## config.mk

```make
export PLATFORM = sky130hd
export DESIGN_NAME = trial_division_prime_test_top
export DESIGN_NICKNAME = d
export VERILOG_FILES = /design/src/rtl/tdpt_pkg.sv /design/src/rtl/tdpt_divider.sv /design/src/rtl/trial_division_prime_test_top.sv
export SDC_FILE = /design/constraint.sdc
export NUM_CORES = 1
export LEC_CHECK = 0
export BUFFER_PORTS_ARGS = -buffer_cell sky130_fd_sc_hd__buf_2
export CAP_MARGIN = 5
export CELL_PAD_IN_SITES_DETAIL_PLACEMENT = 2
export CELL_PAD_IN_SITES_GLOBAL_PLACEMENT = 2
export CORE_MARGIN = 2
export CORE_UTILIZATION = 44
export DETAILED_ROUTE_END_ITERATION = 12
export PLACE_DENSITY_LB_ADDON = 0.25
export SLEW_MARGIN = 20
export SYNTH_ARGS = -nofsm -noshare
export SYNTH_HDL_FRONTEND = slang
export SYNTH_SLANG_ARGS = --single-unit
```

## constraint.sdc

```tcl
create_clock -name aclk -period 7.2 [get_ports aclk]
set_clock_uncertainty 0.1 [all_clocks]
set_input_delay 0.72 -clock aclk [delete_from_list [all_inputs] [get_ports aclk]]
set_output_delay 0.72 -clock aclk [all_outputs]
set_load 0.01 [all_outputs]
```

## src/rtl/tdpt_pkg.sv

```systemverilog
`timescale 1ns / 1ps
`default_nettype none
// ----------------------------------------------------------------------------
// tdpt_pkg
// Shared constants and types of the trial-division prime tester.
// ----------------------------------------------------------------------------
package tdpt_pkg;

    localparam int unsigned TDPT_VALUE_WIDTH   = 32;
    localparam int unsigned TDPT_VERDICT_WIDTH = 2;

    typedef enum logic [TDPT_VERDICT_WIDTH-1:0] {
        VERDICT_PRIME       = 2'd0,
        VERDICT_COMPOSITE   = 2'd1,
        VERDICT_NOT_NATURAL = 2'd2
    } verdict_t;

    // status of one remainder pass
    typedef struct packed {
        logic done;        // one-cycle pulse, flags below are valid
        logic below_root;  // quotient < divisor, so divisor squared exceeds n
        logic divides;     // remainder is zero
    } div_status_t;

endpackage : tdpt_pkg
`default_nettype wire

```

## src/rtl/tdpt_divider.sv

```systemverilog
`timescale 1ns / 1ps
`default_nettype none
// ----------------------------------------------------------------------------
// tdpt_divider
// Bit-serial restoring divider: one dividend bit per cycle while busy, gives
// quotient and remainder flags.
// ----------------------------------------------------------------------------
module tdpt_divider
    import tdpt_pkg::*;
#(
    parameter int unsigned MAG_WIDTH = TDPT_VALUE_WIDTH - 1
) (
    input  wire logic                 aclk,
    input  wire logic                 aresetn,
    input  wire logic                 start,
    input  wire logic [MAG_WIDTH-1:0] dividend,
    input  wire logic [MAG_WIDTH-1:0] divisor,
    output div_status_t               status
);

    localparam int unsigned CW = $clog2(MAG_WIDTH);
    localparam logic [CW-1:0] LAST_COUNT = CW'(MAG_WIDTH - 1);

    logic [MAG_WIDTH-1:0] rem_reg, rem_next;
    logic [MAG_WIDTH-1:0] quo_reg;
    logic [MAG_WIDTH-1:0] div_reg;
    logic [CW-1:0]        cnt_reg;
    logic                 busy_reg;
    logic                 done_reg;

    logic [MAG_WIDTH:0]   trial;
    logic [MAG_WIDTH:0]   diff;
    logic                 fits;

    always_comb begin
        trial    = {rem_reg, quo_reg[MAG_WIDTH-1]};
        diff     = trial - {1'b0, div_reg};
        fits     = trial >= {1'b0, div_reg};
        rem_next = fits ? diff[MAG_WIDTH-1:0] : trial[MAG_WIDTH-1:0];
    end

    always_ff @(posedge aclk) begin
        if (!aresetn) begin
            busy_reg <= 1'b0;
            done_reg <= 1'b0;
        end else begin
            done_reg <= 1'b0;
            if (start) begin
                rem_reg  <= '0;
                quo_reg  <= dividend;
                div_reg  <= divisor;
                cnt_reg  <= LAST_COUNT;
                busy_reg <= 1'b1;
            end else if (busy_reg) begin
                rem_reg <= rem_next;
                quo_reg <= {quo_reg[MAG_WIDTH-2:0], fits};
                if (cnt_reg == '0) begin
                    busy_reg <= 1'b0;
                    done_reg <= 1'b1;
                end else begin
                    cnt_reg <= cnt_reg - 1'b1;
                end
            end
        end
    end

    assign status.done       = done_reg;
    assign status.below_root = quo_reg < div_reg;
    assign status.divides    = rem_reg == '0;

endmodule : tdpt_divider
`default_nettype wire

```

## src/rtl/trial_division_prime_test_top.sv

```systemverilog
`timescale 1ns / 1ps
`default_nettype none
// ----------------------------------------------------------------------------
// trial_division_prime_test_top
// A value below 2 goes straight to the result beat; otherwise the unit tries
// trial divisors from 2 up to floor(sqrt(n))+1, each through the bit-serial
// remainder unit (start, one dividend bit per cycle, done). One candidate at
// a time; the next beat is taken in the cycle after the result loads, also
// while it waits at the output.
// Reset (aresetn low, synchronous) empties all.
// ----------------------------------------------------------------------------
module trial_division_prime_test_top
    import tdpt_pkg::*;
#(
    parameter int unsigned VALUE_WIDTH = TDPT_VALUE_WIDTH
) (
    input  wire logic                                   aclk,
    input  wire logic                                   aresetn,
    input  wire logic                                   s_tvalid,
    output logic                                        s_tready,
    // candidate
    input  wire logic [((VALUE_WIDTH+7)/8)*8-1:0]       s_tdata,
    output logic                                        m_tvalid,
    input  wire logic                                   m_tready,
    // verdict, tested_value
    output logic [((VALUE_WIDTH+TDPT_VERDICT_WIDTH+7)/8)*8-1:0] m_tdata
);

    localparam int unsigned MAG_WIDTH = VALUE_WIDTH - 1;
    localparam logic [MAG_WIDTH-1:0] FIRST_DIVISOR = MAG_WIDTH'(2);
    localparam logic [VALUE_WIDTH-1:0] ONE = VALUE_WIDTH'(1);

    typedef enum logic [1:0] {
        S_IDLE,
        S_START,
        S_WAIT,
        S_HOLD
    } state_t;

    state_t                 state_reg;
    logic [VALUE_WIDTH-1:0] cand_reg;
    logic [MAG_WIDTH-1:0]   div_reg;
    verdict_t               verdict_reg;
    logic                   m_valid_reg;
    verdict_t               m_verdict_reg;
    logic [VALUE_WIDTH-1:0] m_value_reg;

    logic                   div_start;
    div_status_t            div_status;
    logic [VALUE_WIDTH-1:0] s_value;
    logic                   out_free;
    logic                   load_out;

    assign s_value   = s_tdata[VALUE_WIDTH-1:0];
    assign s_tready  = state_reg == S_IDLE;
    assign div_start = state_reg == S_START;
    assign out_free  = !m_valid_reg || m_tready;
    assign load_out  = state_reg == S_HOLD && out_free;

    tdpt_divider #(
        .MAG_WIDTH (MAG_WIDTH)
    ) u_divider (
        .aclk     (aclk),
        .aresetn  (aresetn),
        .start    (div_start),
        .dividend (cand_reg[MAG_WIDTH-1:0]),
        .divisor  (div_reg),
        .status   (div_status)
    );

    always_ff @(posedge aclk) begin
        if (!aresetn) begin
            state_reg   <= S_IDLE;
            m_valid_reg <= 1'b0;
        end else begin
            if (load_out) begin
                m_valid_reg <= 1'b1;
            end else if (m_tready) begin
                m_valid_reg <= 1'b0;
            end
            case (state_reg)
                S_IDLE: begin
                    if (s_tvalid) begin
                        cand_reg <= s_value;
                        div_reg  <= FIRST_DIVISOR;
                        if (s_value[VALUE_WIDTH-1] || s_value == '0) begin
                            verdict_reg <= VERDICT_NOT_NATURAL;
                            state_reg   <= S_HOLD;
                        end else if (s_value == ONE) begin
                            verdict_reg <= VERDICT_COMPOSITE;
                            state_reg   <= S_HOLD;
                        end else begin
                            state_reg <= S_START;
                        end
                    end
                end
                S_START: begin
                    state_reg <= S_WAIT;
                end
                S_WAIT: begin
                    if (div_status.done) begin
                        if (div_status.below_root) begin
                            verdict_reg <= VERDICT_PRIME;
                            state_reg   <= S_HOLD;
                        end else if (div_status.divides) begin
                            verdict_reg <= VERDICT_COMPOSITE;
                            state_reg   <= S_HOLD;
                        end else begin
                            div_reg   <= div_reg + 1'b1;
                            state_reg <= S_START;
                        end
                    end
                end
                S_HOLD: begin
                    if (out_free) begin
                        m_verdict_reg <= verdict_reg;
                        m_value_reg   <= cand_reg;
                        state_reg     <= S_IDLE;
                    end
                end
                default: begin
                    state_reg <= S_IDLE;
                end
            endcase
        end
    end

    assign m_tvalid = m_valid_reg;

    always_comb begin
        m_tdata = '0;
        m_tdata[TDPT_VERDICT_WIDTH-1:0] = m_verdict_reg;
        m_tdata[VALUE_WIDTH+TDPT_VERDICT_WIDTH-1:TDPT_VERDICT_WIDTH] = m_value_reg;
    end

endmodule : trial_division_prime_test_top
`default_nettype wire
```

# Yosys cells after proc, flatten, opt, wreduce, memory -nomap -nowiden

Index checks and enable logic that the tools add are counted.
Widths: inputs -> output; s select.

Bits in registers: 202
Bits in latches: 0
Bits in writable memories: 0
Bits in read-only memories: 0
Input bits: 36
Output and inout port bits: 42
Memories: 0

$add $sub $neg: 3
Multiply operators: 0
Div/mod/pow operators: 0
Order comparisons: 2
Equality and inequality tests: 12
Shifts and indexed selects: 0
Multiplexer cells: 32
Bitwise logic cells: 2
Reduce and logical (&&, ||, !) cells: 20

Operators with widths:

| kind                  | number |
|---|---|
| $mux 31               | 8 |
| $pmux 31 s2           | 1 |
| $eq 32x1->1 const B   | 1 |
| $ge 32x31->1          | 1 |
| $logic_not 32->1      | 1 |
| $add 31x1->31 const B | 1 |
| $logic_not 31->1      | 1 |
| $lt 31x31->1          | 1 |
| $sub 31x31->31        | 1 |
| $mux 2                | 13 |
| $reduce_and 3->1      | 4 |
| $reduce_and 6->1      | 2 |
| $mux 5                | 2 |
| $ne 2x2->1 const B    | 5 |
| $pmux 2 s4            | 1 |
| $mux 1                | 6 |
| $reduce_bool 2->1     | 3 |
| $logic_not 5->1       | 1 |
| $sub 5x1->5 const B   | 1 |
| $eq 2x2->1 const B    | 2 |
| $pmux 2 s2            | 1 |
| $reduce_and 2->1      | 2 |
| $ne 3x1->1 const B    | 1 |
| $ne 3x3->1 const B    | 1 |
| other kinds (8)       | 10 |

# Longest topological paths before layout

Depth in word-level cells: 5
Gate-level depth with buffers: 13

# By module

A second synthesis with hierarchy kept.

Cells, all modules: 908
Area, all modules: 10810.4 um^2

By module, submodules not included:

| module                        | instances | cells each | area each (um^2) |
|---|---|---|---|
| tdpt_divider                  | 1         | 614        | 6610.1 |
| trial_division_prime_test_top | 1         | 294        | 4200.3 |

# Least setup slack after synthesis

No wires, ideal clock.

Kind: flip-flop to flip-flop
From: register state_reg[0]
To: register u_divider.cnt_reg[0], enable pin
Setup time: 318 ps
Arrival time: 4216 ps
Data required time: 6782 ps
Slack: 2566 ps
Cell stages (with the launch flop): 7
Period minus slack after synthesis: 4634 ps
Path through: dfxtp_1 > clkbuf_1 > inv_1 > nor2_1 > nor2_1 > nor2_1 > o31a_1

Word-level cells in the longest chain between the ends: 3

RTL lines:

| what                                                             | RTL line                            | source |
|---|---|---|
| start, declared                                                  | trial_division_prime_test_top.sv:40 | `state_t state_reg;` |
| start signal, assigned                                           | trial_division_prime_test_top.sv:73 | `state_reg <= S_IDLE;` |
| start signal, assigned                                           | trial_division_prime_test_top.sv:88 | `state_reg <= S_HOLD;` |
| start signal, assigned                                           | trial_division_prime_test_top.sv:91 | `state_reg <= S_HOLD;` |
| $eq 2x1->1 (*)                                                   | trial_division_prime_test_top.sv:56 | `assign div_start = state_reg == S_START;` |
| $ne 2x2->1 (no source line) or $reduce_bool 2->1 (tied branches) | n/a                                 |  |
| $reduce_and 3->1 (no source line) (*)                            | n/a                                 |  |
| end signal, assigned                                             | tdpt_divider.sv:61                  | `cnt_reg <= cnt_reg - 1'b1;` |
| end, declared                                                    | tdpt_divider.sv:27                  | `logic [CW-1:0] cnt_reg;` |

Every way passes the cells marked *; elsewhere a longest branch is shown, timed or not.
A chain may end at the register's enable or synchronous reset.

# Worst setup path in the final report

From: register u_divider.rem_reg[13]
To: register u_divider.rem_reg[15], data pin

Word-level cells in the longest chain between the ends: 3

RTL lines:

| what                                           | RTL line                               | source |
|---|---|---|
| start, declared                                | tdpt_divider.sv:24                     | `logic [MAG_WIDTH-1:0] rem_reg, rem_next;` |
| start signal, assigned                         | tdpt_divider.sv:55                     | `rem_reg <= rem_next;` |
| $sub 31x31->31 or $ge 32x31->1 (tied branches) | tdpt_divider.sv:37, tdpt_divider.sv:38 |  |
| $mux 31 (*)                                    | tdpt_divider.sv:39                     | `rem_next = fits ? diff[MAG_WIDTH-1:0] : trial[MAG_WIDTH-1:0];` |
| $mux 31 (*)                                    | tdpt_divider.sv:54                     | `end else if (busy_reg) begin` |

Every way passes the cells marked *; elsewhere a longest branch is shown, timed or not. The select of a mux whose other input is x is not followed.

==> results.md <==
- Top_reg_cell synth: sky130_fd_sc_hd__edfxtp_1
- Crit start category: flop
- CTS Root Cell: sky130_fd_sc_hd__clkbuf_16
- Share of synthesized area occupied by flip-flops and latches: 0.578
- Worst setup EP type: flop
- Crit-path slowest cell: sky130_fd_sc_hd__a21o_1
- Leakage: 0.00451 uW
- Final number of max-transition violations: 0
- Insertion delay to the later sink of the worst-skew pair: 540 ps
- Cell area power density: 243 mW/mm2
- Total wire length: 36,700 um
- Maximum buffer depth of the clock tree: 3
- Count of yosys warnings during synthesis: 0
- R2R Setup Slk: 3400 ps
- Worst Path Class, Setup: reg2reg
- Post-synthesis to final-layout area growth: 13.7%
- Wire length of the first global-routing pass: 54,900 um
- Endpoint of the worst hold path: cand_reg[12]
- Reg-to-reg startpoint: u_divider.rem_reg[13]
- Die height: 158 um
- Number of cells on the worst reg-to-reg path: 10
- Post-layout min period: 3800 ps
- Core Util, Final: 0.507
- Starting Density: 0.446
- VDD IR max: 0.218 mV
- Number of cell rows: 56
- Largest net degree at the start of global routing: 65
- CTS sink count: 202
- Cells traversed along the worst timing path: ha_1, a21oi_1, nand2_1, a21oi_1, nand3_1, o211ai_2, a21o_1, buf_4, nand3_1, a21oi_1
- Most common cell after layout, fill and taps aside: sky130_fd_sc_hd__edfxtp_1
- Detailed Route Iter0 Violations: 562
- Average routed wire per standard cell: 27.6 um
- Reg-to-Reg End: u_divider.rem_reg[15]
- DRC Markers: 0
- Setup repair after global routing missed its margin: no
- Maximum clock frequency: 263 MHz
- Hold_buf cts: 0
- Average vias per placed instance: 6.02
- Worst Path Max Fanout: 20
- Area of the die: 0.0249 mm2
- CORE AREA: 0.0233 mm2
- Max-slew headroom at the worst pin: 0.293
- Number of global-route vias before repair: 8,685
- TritonCTS clock tree: done
- # diodes: 0
- Number of top-level design ports: 78
- Transition time at the pin with the least slew margin: 1060 ps
- Worst path most repeated cell: sky130_fd_sc_hd__a21oi_1
- Dominant delay contributor by cell family on the critical path: compound AO/OA/AOI/OAI gates
- Area of all sequential standard cells: 0.00602 mm2
- Synth cell types: 61
- Average cell area after synthesis: 11.3 um2
- Cell depth of the worst setup path: 10
- Clk slew on worst S/H paths: 60 ps
- Detailed Place HPWL: 25,500 um
- Die Width: 158 um
- Crit path buffers/inverters: 1
- Total CTS buffers: 24
- CTS H-tree lvls: 1
- Post-synth EDFFs: 197
- Post-synthesis sequential element count: 202
- Total chip power: 2880 uW
- Post-synthesis async set-or-reset flop share: 0
- Count of endpoints failing hold in the final timing report: 0
- Net total in the final layout: 1,097
- Required time of the critical path: 7430 ps
- Max-cap viol count: 0
- Synth Cell Area: 0.0104 mm2
- Number of setup buffers added after CTS: 0
- Worst Hold Path Cells: 1
- Critical path data arrival time: 4030 ps
- Total setup violations reported at the end of the flow: 0
- Ratio of final minimum period to clock period: 0.528
- Accumulated negative setup slack: 0 ps
- Remaining antenna violation count: 0
- Layout cell share with drive strength beyond 1: 0.122
- Final hold slack: 265 ps
- Run status: finished, final reports clean
- HP Class: in2reg
- Total of cells resized after clock tree synthesis: 0
- FILL cells: 2,341
- Commonest cells after routing, fill and taps aside: sky130_fd_sc_hd__edfxtp_1, sky130_fd_sc_hd__nand2_1, sky130_fd_sc_hd__buf_2
- Max stage delay on crit path: 520 ps
- DR vias: 8,009
- Startpoint of the most critical hold path: s_tdata[12]
- Initial antenna violation count: 0
- Number of optimization iterations in the first detailed-route pass: 5
- Syn Inst Count: 921
- Area used by multi-input combinational logic: 0.00413 mm2
- Overall track demand over capacity in global routing: 0.299
- Final GP Congestion: 0.819
- Buffers on Ports: 71
- Remaining Overflow, GRT: 0
## worst reg2reg max path: stages, from the launching register on
cell and delay (ps):
sky130_fd_sc_hd__edfxtp_1 440, sky130_fd_sc_hd__ha_1 430, sky130_fd_sc_hd__a21oi_1 360, sky130_fd_sc_hd__nand2_1 120
sky130_fd_sc_hd__a21oi_1 360, sky130_fd_sc_hd__nand3_1 180, sky130_fd_sc_hd__o211ai_2 210, sky130_fd_sc_hd__a21o_1 520
sky130_fd_sc_hd__buf_4 400, sky130_fd_sc_hd__nand3_1 170, sky130_fd_sc_hd__a21oi_1 310
## power by group
part           total, uW  internal, uW  switching, uW
sequential          1410          1360           47.0
combinational        362           123            239
clock               1100           610            495
total               2880          2100            781
## synthesized netlist by cell type (3+ instances only)
library cell               count  share of area
sky130_fd_sc_hd__o211ai_1      6         0.0043
sky130_fd_sc_hd__nand3_1      46          0.022
sky130_fd_sc_hd__edfxtp_1    197           0.57
sky130_fd_sc_hd__ha_1         63          0.076
sky130_fd_sc_hd__xnor2_1      21          0.018
sky130_fd_sc_hd__nand2_1     127          0.046
sky130_fd_sc_hd__clkbuf_1     23         0.0083
sky130_fd_sc_hd__and2_1        6         0.0036
sky130_fd_sc_hd__and3_1       12         0.0072
sky130_fd_sc_hd__inv_1        43          0.016
sky130_fd_sc_hd__xor2_1       27          0.023
sky130_fd_sc_hd__o31ai_1       4         0.0029
sky130_fd_sc_hd__a211oi_1     10         0.0072
sky130_fd_sc_hd__a31oi_1       7         0.0042
sky130_fd_sc_hd__buf_2         4         0.0019
sky130_fd_sc_hd__a211o_1       6         0.0050
sky130_fd_sc_hd__buf_4         7         0.0050
sky130_fd_sc_hd__dfxtp_1       5         0.0096
sky130_fd_sc_hd__or3_1         6         0.0036
sky130_fd_sc_hd__nor2_1       62          0.022
sky130_fd_sc_hd__nor4_1       18          0.011
sky130_fd_sc_hd__nand2b_1      8         0.0048
sky130_fd_sc_hd__o31a_1        5         0.0042
sky130_fd_sc_hd__nor2b_1       9         0.0054
sky130_fd_sc_hd__o21ai_0      33          0.016
sky130_fd_sc_hd__nor3_1       20         0.0096
sky130_fd_sc_hd__o21bai_1      3         0.0022
sky130_fd_sc_hd__a21oi_1      52          0.025
sky130_fd_sc_hd__a21o_1       22          0.016
sky130_fd_sc_hd__nand4_1      17          0.010
sky130_fd_sc_hd__o21a_1       13         0.0094
## layout make-up
type	instances	share of cell area
Multi-Input combinational cell	646	0.349
Sequential cell	202	0.508
Tap cell	319	0.0337
Inverter	43	0.0136
Timing Repair Buffer	80	0.0374
Clock inverter	11	0.00613
Clock buffer	29	0.0523
## routing by layer
metal	part of all wire	wire (um)	vias up	track usage
li1	-	-	3558	-
met1	0.41	15000	4119	0.388
met2	0.51	18700	261	0.521
met3	0.048	1760	71	0.0342
met4	0.033	1210	0	0.0970
met5	0	0	-	0
## through the flow
stage	instance area [um2]	instances	setup slack [ps]
floorplan	10400	926	2570
global placement	11100	1289	3820
detailed placement	11100	1289	3620
CTS	11800	1329	3460
global route	11800	1330	3190
finish	11800	1330	3400
## cell families (layout without fill, tap and decap cells)
group	Yosys count	in the layout	synth area share
other	1	6	0.000360
AO/OA/AOI/OAI	187	187	0.119
XOR/XNOR	48	48	0.0404
AND/OR/NAND/NOR	339	339	0.152
multiplexers	2	2	0.00204
flip-flops	202	202	0.578
adder cells (fa/ha/maj)	64	64	0.0776
buffers and inverters	78	163	0.0311
## worst max-delay path by stage
stage / from / to / slack, ps
after floorplan: state_reg[0] / u_divider.cnt_reg[0] / 2570
after global placement: u_divider.rem_reg[1] / u_divider.rem_reg[16] / 3820
after global routing: u_divider.rem_reg[13] / u_divider.rem_reg[15] / 3190
after CTS: u_divider.rem_reg[13] / u_divider.rem_reg[15] / 3460
final: u_divider.rem_reg[13] / u_divider.rem_reg[15] / 3400
after detailed placement: u_divider.quo_reg[30] / u_divider.rem_reg[15] / 3620
Power figures use the tool's default switching activity.
